===== config.mk =====
export PLATFORM = sky130hd
export DESIGN_NAME = gas_leak_safety_interlock
export DESIGN_NICKNAME = d
export VERILOG_FILES = /design/src/rtl/glsi_pkg.sv /design/src/rtl/gas_leak_safety_interlock.sv
export SDC_FILE = /design/constraint.sdc
export NUM_CORES = 1
export LEC_CHECK = 0
export BUFFER_PORTS_ARGS = -buffer_cell sky130_fd_sc_hd__buf_4
export CAP_MARGIN = 20
export CORE_AREA = 2 2 189 191
export DETAILED_ROUTE_END_ITERATION = 10
export DIE_AREA = 0 0 191 193
export PLACE_DENSITY_LB_ADDON = 0.05
export SLEW_MARGIN = 10
export SYNTH_ARGS = -nofsm -noshare
export SYNTH_HDL_FRONTEND = slang
export SYNTH_SLANG_ARGS = --single-unit

===== constraint.sdc =====
create_clock -name clock -period 12.2 [get_ports clock]
set_input_delay 1.22 -clock clock [delete_from_list [all_inputs] [get_ports clock]]
set_output_delay 1.22 -clock clock [all_outputs]
set_load 0.05 [all_outputs]

===== src/rtl/glsi_pkg.sv =====
`timescale 1ns / 1ps

package glsi_pkg;

   // Request fields: one control pass
   typedef struct packed {
      logic [15:0]        elapsed_ms;
      logic               gas_valid;
      logic [11:0]        gas_sample;
      logic               temp_valid;
      logic signed [7:0]  temp_sample;
      logic               button_down;
      logic [2:0]         command;
   } req_payload_type;

   // Result fields: levels after the pass plus event reporting
   typedef struct packed {
      logic        valve_shut;
      logic        fan_on;
      logic        buzzer_on;
      logic        cooking_now;
      logic [2:0]  gas_event;
      logic        command_shutoff;
      logic [2:0]  beep_count;
      logic        button_toggled;
      logic [11:0] threshold_in_use;
   } rsp_payload_type;

   // Remote command codes
   localparam logic [2:0] CMD_NONE       = 3'd0;
   localparam logic [2:0] CMD_EMERG_STOP = 3'd1;
   localparam logic [2:0] CMD_TOGGLE     = 3'd2;
   localparam logic [2:0] CMD_VALVE_OPEN = 3'd3;
   localparam logic [2:0] CMD_VALVE_SHUT = 3'd4;

   // Gas event codes
   localparam logic [2:0] EVT_NONE     = 3'd0;
   localparam logic [2:0] EVT_LEAK     = 3'd1;
   localparam logic [2:0] EVT_NORMAL   = 3'd2;
   localparam logic [2:0] EVT_SHUTOFF  = 3'd3;
   localparam logic [2:0] EVT_COOK_EMG = 3'd4;

   // Configuration register indexes
   localparam logic [2:0] REG_NORMAL_THR = 3'd0;
   localparam logic [2:0] REG_HIGH_THR   = 3'd1;
   localparam logic [2:0] REG_HOT_THR    = 3'd2;
   localparam logic [2:0] REG_COLD_THR   = 3'd3;
   localparam logic [2:0] REG_HOT_LIMIT  = 3'd4;
   localparam logic [2:0] REG_COLD_LIMIT = 3'd5;
   localparam logic [2:0] REG_ALARM_DLY  = 3'd6;

   // Reset values of the configuration registers
   localparam logic [11:0]       NORMAL_THR_RST = 12'd1000;
   localparam logic [11:0]       HIGH_THR_RST   = 12'd3000;
   localparam logic [11:0]       HOT_THR_RST    = 12'd1000;
   localparam logic [11:0]       COLD_THR_RST   = 12'd1000;
   localparam logic signed [7:0] HOT_LIMIT_RST  = 8'sd35;
   localparam logic signed [7:0] COLD_LIMIT_RST = 8'sd15;
   localparam logic [15:0]       ALARM_DLY_RST  = 16'd2000;

   // Timing constants in milliseconds
   localparam logic [15:0] DEBOUNCE_MS    = 16'd300;
   localparam logic [15:0] BEEP_PERIOD_MS = 16'd3000;

   // Beep counts per reason
   localparam logic [2:0] BEEPS_TOGGLE = 3'd1;
   localparam logic [2:0] BEEPS_LEAK   = 3'd3;
   localparam logic [2:0] BEEPS_COOK   = 3'd2;

   // Add elapsed time to an age, saturating at full scale
   function automatic logic [15:0] age_add(input logic [15:0] age, input logic [15:0] dt);
      logic [16:0] sum;
      sum = {1'b0, age} + {1'b0, dt};
      return sum[16] ? 16'hFFFF : sum[15:0];
   endfunction

endpackage


===== src/rtl/gas_leak_safety_interlock.sv =====
`timescale 1ns / 1ps

// Channel   Ports                                  Direction  Moves
// request   req_valid, req_ready, req_data         in         one control pass
// response  rsp_valid, rsp_ready, rsp_data         out        levels and events of the pass
// csr       csr_write_en, csr_index, csr_wdata     in         threshold, limit and delay registers
//
// One pass per cycle sustained while the response is taken; a request goes through the
// input register, then the state update and response register.
// Synchronous active-high reset returns control state, configuration registers and valid flags to defaults.
// A stalled response holds the input register; the input register refills in
// the same cycle its request moves on, so the block keeps full rate.
module gas_leak_safety_interlock (
   input  logic                      clock,
   input  logic                      reset,
   input  logic                      req_valid,
   output logic                      req_ready,
   input  glsi_pkg::req_payload_type req_data,
   output logic                      rsp_valid,
   input  logic                      rsp_ready,
   output glsi_pkg::rsp_payload_type rsp_data,
   input  logic                      csr_write_en,
   input  logic [2:0]                csr_index,
   input  logic [15:0]               csr_wdata
);
   import glsi_pkg::*;

   // Configuration registers
   logic [11:0]       normal_thr_ff, high_thr_ff, hot_thr_ff, cold_thr_ff;
   logic signed [7:0] hot_limit_ff, cold_limit_ff;
   logic [15:0]       alarm_dly_ff;

   // Pipeline registers
   logic            req_vld_ff;
   req_payload_type req_ff;
   logic            rsp_vld_ff;
   rsp_payload_type rsp_ff;

   // Control state
   logic        cooking_ff, alert_ff, held_ff, valve_ff, fan_ff, buzzer_ff;
   logic [11:0] last_gas_ff, thr_ff;
   logic [15:0] alert_age_ff, deb_age_ff, beep_age_ff;

   // Next values
   logic        cooking_in, alert_in, held_in, valve_in, fan_in, buzzer_in;
   logic [11:0] last_gas_in, thr_in;
   logic [15:0] alert_age_in, deb_age_in, beep_age_in;
   rsp_payload_type rsp_in;

   logic advance;
   logic toggle;

   assign advance   = req_vld_ff && (!rsp_vld_ff || rsp_ready);
   assign req_ready = !req_vld_ff || advance;
   assign rsp_valid = rsp_vld_ff;
   assign rsp_data  = rsp_ff;

   // Write configuration registers
   always_ff @(posedge clock) begin
      if (reset) begin
         normal_thr_ff <= NORMAL_THR_RST;
         high_thr_ff   <= HIGH_THR_RST;
         hot_thr_ff    <= HOT_THR_RST;
         cold_thr_ff   <= COLD_THR_RST;
         hot_limit_ff  <= HOT_LIMIT_RST;
         cold_limit_ff <= COLD_LIMIT_RST;
         alarm_dly_ff  <= ALARM_DLY_RST;
      end else if (csr_write_en) begin
         unique case (csr_index)
            REG_NORMAL_THR: normal_thr_ff <= csr_wdata[11:0];
            REG_HIGH_THR:   high_thr_ff   <= csr_wdata[11:0];
            REG_HOT_THR:    hot_thr_ff    <= csr_wdata[11:0];
            REG_COLD_THR:   cold_thr_ff   <= csr_wdata[11:0];
            REG_HOT_LIMIT:  hot_limit_ff  <= csr_wdata[7:0];
            REG_COLD_LIMIT: cold_limit_ff <= csr_wdata[7:0];
            REG_ALARM_DLY:  alarm_dly_ff  <= csr_wdata;
            default: ;
         endcase
      end
   end

   // Capture the request
   always_ff @(posedge clock) begin
      if (reset) begin
         req_vld_ff <= 1'b0;
      end else if (req_ready) begin
         req_vld_ff <= req_valid;
      end
      if (req_ready && req_valid) begin
         req_ff <= req_data;
      end
   end

   // Compute one control pass
   always_comb begin
      rsp_in = '0;
      toggle = 1'b0;

      // Advance ages
      alert_age_in = age_add(alert_age_ff, req_ff.elapsed_ms);
      deb_age_in   = age_add(deb_age_ff, req_ff.elapsed_ms);
      beep_age_in  = age_add(beep_age_ff, req_ff.elapsed_ms);

      cooking_in  = cooking_ff;
      alert_in    = alert_ff;
      held_in     = held_ff;
      valve_in    = valve_ff;
      fan_in      = fan_ff;
      buzzer_in   = buzzer_ff;
      last_gas_in = last_gas_ff;
      thr_in      = thr_ff;

      // Apply the remote command
      unique case (req_ff.command)
         CMD_EMERG_STOP: begin
            buzzer_in = 1'b1;
            valve_in  = 1'b1;
            fan_in    = 1'b1;
            rsp_in.command_shutoff = 1'b1;
         end
         CMD_TOGGLE:     cooking_in = !cooking_in;
         CMD_VALVE_OPEN: valve_in   = 1'b0;
         CMD_VALVE_SHUT: valve_in   = 1'b1;
         default: ;
      endcase

      // Take samples and pick the threshold
      if (req_ff.gas_valid) begin
         last_gas_in = req_ff.gas_sample;
      end
      if (req_ff.temp_valid) begin
         priority if (req_ff.temp_sample > hot_limit_ff) begin
            thr_in = hot_thr_ff;
         end else if (req_ff.temp_sample < cold_limit_ff) begin
            thr_in = cold_thr_ff;
         end else begin
            thr_in = normal_thr_ff;
         end
      end

      // Debounced button toggles the mode
      toggle = req_ff.button_down && !held_ff && (deb_age_in > DEBOUNCE_MS);
      if (toggle) begin
         held_in    = 1'b1;
         deb_age_in = '0;
         cooking_in = !cooking_in;
         rsp_in.beep_count = rsp_in.beep_count + BEEPS_TOGGLE;
         buzzer_in  = 1'b0;
         rsp_in.button_toggled = 1'b1;
         if (!cooking_in) begin
            fan_in   = 1'b0;
            valve_in = 1'b0;
         end
      end else if (!req_ff.button_down) begin
         held_in = 1'b0;
      end

      // Gas logic
      if (!cooking_in) begin
         if (last_gas_in > thr_in) begin
            if (!alert_ff) begin
               alert_in     = 1'b1;
               alert_age_in = '0;
               rsp_in.gas_event  = EVT_LEAK;
               rsp_in.beep_count = rsp_in.beep_count + BEEPS_LEAK;
               buzzer_in    = 1'b0;
            end
            if (alert_age_in > alarm_dly_ff) begin
               buzzer_in = 1'b1;
               valve_in  = 1'b1;
               fan_in    = 1'b1;
               rsp_in.gas_event = EVT_SHUTOFF;
            end
         end else if (alert_ff) begin
            alert_in  = 1'b0;
            rsp_in.gas_event = EVT_NORMAL;
            buzzer_in = 1'b0;
            valve_in  = 1'b0;
            fan_in    = 1'b0;
         end
      end else begin
         priority if (last_gas_in < normal_thr_ff) begin
            fan_in    = 1'b0;
            buzzer_in = 1'b0;
         end else if (last_gas_in < high_thr_ff) begin
            fan_in = 1'b1;
            if (beep_age_in > BEEP_PERIOD_MS) begin
               rsp_in.beep_count = rsp_in.beep_count + BEEPS_COOK;
               buzzer_in   = 1'b0;
               beep_age_in = '0;
            end
         end else begin
            cooking_in = 1'b0;
            buzzer_in  = 1'b1;
            valve_in   = 1'b1;
            fan_in     = 1'b1;
            rsp_in.gas_event = EVT_COOK_EMG;
         end
      end

      rsp_in.valve_shut       = valve_in;
      rsp_in.fan_on           = fan_in;
      rsp_in.buzzer_on        = buzzer_in;
      rsp_in.cooking_now      = cooking_in;
      rsp_in.threshold_in_use = thr_in;
   end

   // Commit state on each pass
   always_ff @(posedge clock) begin
      if (reset) begin
         cooking_ff   <= 1'b0;
         alert_ff     <= 1'b0;
         held_ff      <= 1'b0;
         valve_ff     <= 1'b0;
         fan_ff       <= 1'b0;
         buzzer_ff    <= 1'b0;
         last_gas_ff  <= '0;
         thr_ff       <= NORMAL_THR_RST;
         alert_age_ff <= '0;
         deb_age_ff   <= '0;
         beep_age_ff  <= '0;
      end else if (advance) begin
         cooking_ff   <= cooking_in;
         alert_ff     <= alert_in;
         held_ff      <= held_in;
         valve_ff     <= valve_in;
         fan_ff       <= fan_in;
         buzzer_ff    <= buzzer_in;
         last_gas_ff  <= last_gas_in;
         thr_ff       <= thr_in;
         alert_age_ff <= alert_age_in;
         deb_age_ff   <= deb_age_in;
         beep_age_ff  <= beep_age_in;
      end
   end

   // Hold or load the response
   always_ff @(posedge clock) begin
      if (reset) begin
         rsp_vld_ff <= 1'b0;
      end else if (advance) begin
         rsp_vld_ff <= 1'b1;
      end else if (rsp_ready) begin
         rsp_vld_ff <= 1'b0;
      end
      if (advance) begin
         rsp_ff <= rsp_in;
      end
   end

endmodule


==> impl_metrics.env <==
export IMPL_status="finished clean"
export IMPL_cp_required_ns=12.69
export IMPL_power_spent_charging_and_discharging_nets_mw=0.7075
export IMPL_p_clk_frac=0.415
export IMPL_cellLeakagePower_nw=6.625
export IMPL_gp_congestion=0.8549
export IMPL_drv_max_cap_violation_count=0
export IMPL_final_period_minus_worst_setup_slack_ns=5.421
export IMPL_critPathLaunchType="flip-flop"
export IMPL_placement_cell_area_sq_mm=0.01483
export IMPL_drt_pass_1_iters=5
export IMPL_cts_made_buffers=29
export IMPL_cts_tree="built"
export IMPL_intPower_mw=1.602
export IMPL_ant_nets=0
export IMPL_post_synth_instance_area_sq_mm=0.01377
export IMPL_slew_violations=0
export IMPL_max_freq_mhz=184.5
export IMPL_fillCellCount=3452
export IMPL_finalWirelength_mm=41.93
export IMPL_setup_repair_after_global_routing_missed_its_margin="no"
export IMPL_detail_route_wl_per_cell_um=19.54
export IMPL_timing_setup_critical_path_class="flip-flop to flip-flop"
export IMPL_initial_utilization=0.3939
export IMPL_worst_path_max_fanout=13
export IMPL_regToRegStartpoint="req_ff[5]"
export IMPL_cts_root_buffer="clkbuf_16"
export IMPL_finalHoldViolations=0
export IMPL_drc=0
export IMPL_grt_pass1_vias=11466
export IMPL_grt_usage=0.2273
export IMPL_setup_violations=0
export IMPL_num_vias=11789
export IMPL_floorplan_die_area_sq_mm=0.03686
export IMPL_floorplan_die_width_um=191
export IMPL_hold_path_class="flip-flop to flip-flop"
export IMPL_netlist_top_cell_by_area="dfxtp_1"
export IMPL_netlist_cell_type_count=76
export IMPL_p_sw_frac=0.3064
export IMPL_cts_reportedPaths_clkPinSlew_ns=0.06
export IMPL_critical_path_cell_sequence="ha_1 > a21o_1 > a21o_1 > a21o_1 > a21o_1 > a21o_1 > a211oi_1 > mux2i_1 > mux2i_1 > ha_1 > a21o_1 > a21o_1 > a21oi_1 > or2_2 > a31oi_1 > o211ai_1 > o311ai_0 > o311ai_1 > a311oi_1"
export IMPL_clock_skew_ns=0.01228
export IMPL_timing_critical_path_mode_cell="a21o_1"
export IMPL_viasPerCell=5.493
export IMPL_layout_commonest_cell="nand2_1"
export IMPL_post_place_cells=2091
export IMPL_core_rowCount=69
export IMPL_antenna_diode_count=0
export IMPL_cts_hold_buffers=0
export IMPL_post_route_worst_setup_slack_ns=6.779
export IMPL_max_slew_worst_pin_slew_ns=1.045
export IMPL_synthDominantCellAreaShare=0.2326
export IMPL_dieHeight_um=193
export IMPL_yosys_top_cells_area="dfxtp_1, edfxtp_1, ha_1, nand2_1, a21oi_1"
export IMPL_multi_input_area_sq_mm=0.007951
export IMPL_synth_warnings=0
export IMPL_async_flop_share=0
export IMPL_clockBufferDepth=3
export IMPL_clock_sink_count=226
export IMPL_most_common_layout_cells="nand2_1, dfxtp_1, nor2_1, a21oi_1, ha_1"
export IMPL_worst_r2r_path_depth=19
export IMPL_mapped_nets=1788
export IMPL_p_seq_frac=0.368
export IMPL_post_synth_cell_area_avg_sq_um=8.581
export IMPL_clk_latency_ns=0.58
export IMPL_placement_setup_worst_slack_ns=6.794
export IMPL_cpMaxStageDelayCell="a31oi_1"
export IMPL_synth_seq_cells=226
export IMPL_first_iteration_detailed_routing_drc_count=727
export IMPL_post_route_cells_drive_above_1_share=0.1270
export IMPL_layoutNonFillerInstCount=2146
export IMPL_power_per_cell_area_mw_per_mm2=145.2
export IMPL_crit_reg2reg_capture="buzzer_ff"
export IMPL_postCtsSetupRepairBufs=0
export IMPL_comb_power_share=0.217
export IMPL_initial_antenna_violation_count=0
export IMPL_place_port_buffers=91
export IMPL_commonest_register_cell_after_synthesis="dfxtp_1"
export IMPL_hold_end="last_gas_ff[10]"
export IMPL_areaGrowthSynthToFinish_pct=15.48
export IMPL_grt_start_max_net_pins=77
export IMPL_relSlewSlack=0.3036
export IMPL_power_ir_vdd_worst_v=0.0001111
export IMPL_cts_repair_resized=0
export IMPL_min_delay_start="last_gas_ff[10]"
export IMPL_io_pins=92
export IMPL_dp_final_hpwl_mm=29.39
export IMPL_final_period_utilization=0.4443
export IMPL_grt_pass1_wl_mm=64.86
export IMPL_placeableCoreArea_sq_mm=0.03496
export IMPL_timing_reg2reg_setup_slack_ns=6.78
export IMPL_stdcell_area_sq_mm=0.01591
export IMPL_clock_tree_htree_level_count=1
export IMPL_critical_path_arrival_ns=5.91
export IMPL_synth_seq_area_share=0.3765
export IMPL_synth_edf_count=66
export IMPL_seq_area_sq_mm=0.005185
export IMPL_crit_path_max_incr_delay_ns=0.61
export IMPL_final_setup_tns_ns=0
export IMPL_hold_depth=2
export IMPL_design_final_nets=1845
export IMPL_critical_path_sink_type="flip-flop"
export IMPL_grt_ovfl_total=0
export IMPL_cell_count_after_synthesis=1605
-- power by group through the flow --
stage	Combinational [mW]	Sequential, mW	Clock, mW
2_1_floorplan	0.350	0.867	0
3_3_place_gp	0.494	0.866	0
3_5_place_dp	0.498	0.866	0
4_1_cts	0.501	0.850	0.981
5_1_grt	0.562	0.854	1.01
6_report	0.501	0.850	0.959
-- layout make-up --
cell class,instances,area share
multi-input cells,1210,0.4999
repair buffers,104,0.04909
clock inverters,17,0.01660
well taps,461,0.03626
flip-flops and latches,226,0.3260
inverters,91,0.02148
clock buffers,37,0.05066
-- critical path, delay by kind of cell, from the launching register on --
kind	cells	cell delay, ns
muxes	2	0.37
adders and majority gates	2	0.45
DFF	1	0.41
and+or+nand+nor	1	0.28
AOI/OAI and AO/OA	14	3.80
-- how the worst max path moves through the flow --
| stage | slack (ns) | startpoint | to | depth (start not counted) |
|---|---|---|---|---|
| after floorplan | 7.34 | req_ff[5] | valve_ff | 20 |
| after global placement | 7.00 | req_ff[5] | buzzer_ff | 19 |
| after detailed placement | 6.79 | req_ff[5] | buzzer_ff | 19 |
| after CTS | 6.76 | req_ff[5] | buzzer_ff | 19 |
| after global routing | 6.33 | req_ff[5] | buzzer_ff | 19 |
| final | 6.78 | req_ff[5] | buzzer_ff | 19 |
-- synth_stat cells, drive strengths merged (30+ instances only) --
| library cell | instances |
|---|---|
| nand2 | 245 |
| dfxtp | 160 |
| nor2 | 151 |
| a21oi | 120 |
| ha | 114 |
| inv | 90 |
| clkbuf | 67 |
| edfxtp | 66 |
| o21ai | 57 |
| nand3 | 35 |
| mux2i | 33 |
| a21o | 30 |
-- registers in the layout, indices dropped and copies added (netlist names), 8 cells and up --
signal and flops:
req_ff 42, rsp_data 24, alarm_dly_ff 16, alert_age_ff 16, beep_age_ff 16, deb_age_ff 16
cold_thr_ff 12, high_thr_ff 12, hot_thr_ff 12, last_gas_ff 12, normal_thr_ff 12, thr_ff 12
cold_limit_ff 8, hot_limit_ff 8
-- metal layers --
layer,up-vias,part of all wire,track usage
li1,5918,-,-
met1,5583,0.45,0.2861
met2,224,0.49,0.4058
met3,64,0.036,0.02914
met4,0,0.029,0.06798
met5,-,0,0
-- per-stage QoR --
stage	power, mW	hold WS (ns)	util
finish	2.309	0.4521	0.4549
global route	2.426	0.4729	0.4549
CTS	2.332	0.4529	0.4547
detailed placement	1.364	0.4444	0.4241
global placement	1.360	0.4396	0.4241
floorplan	1.217	0.4291	-
-- kinds of logic after synthesis --
group           Yosys count  synth area share
simple gates            603            0.2009
mux                      60           0.04606
flops                   226            0.3765
fa+ha+maj               117            0.1079
buf+inv                 169           0.04796
xor+xnor                 31           0.01971
compound gates          399            0.2009
No activity file was read; power rests on OpenSTA's default activity.
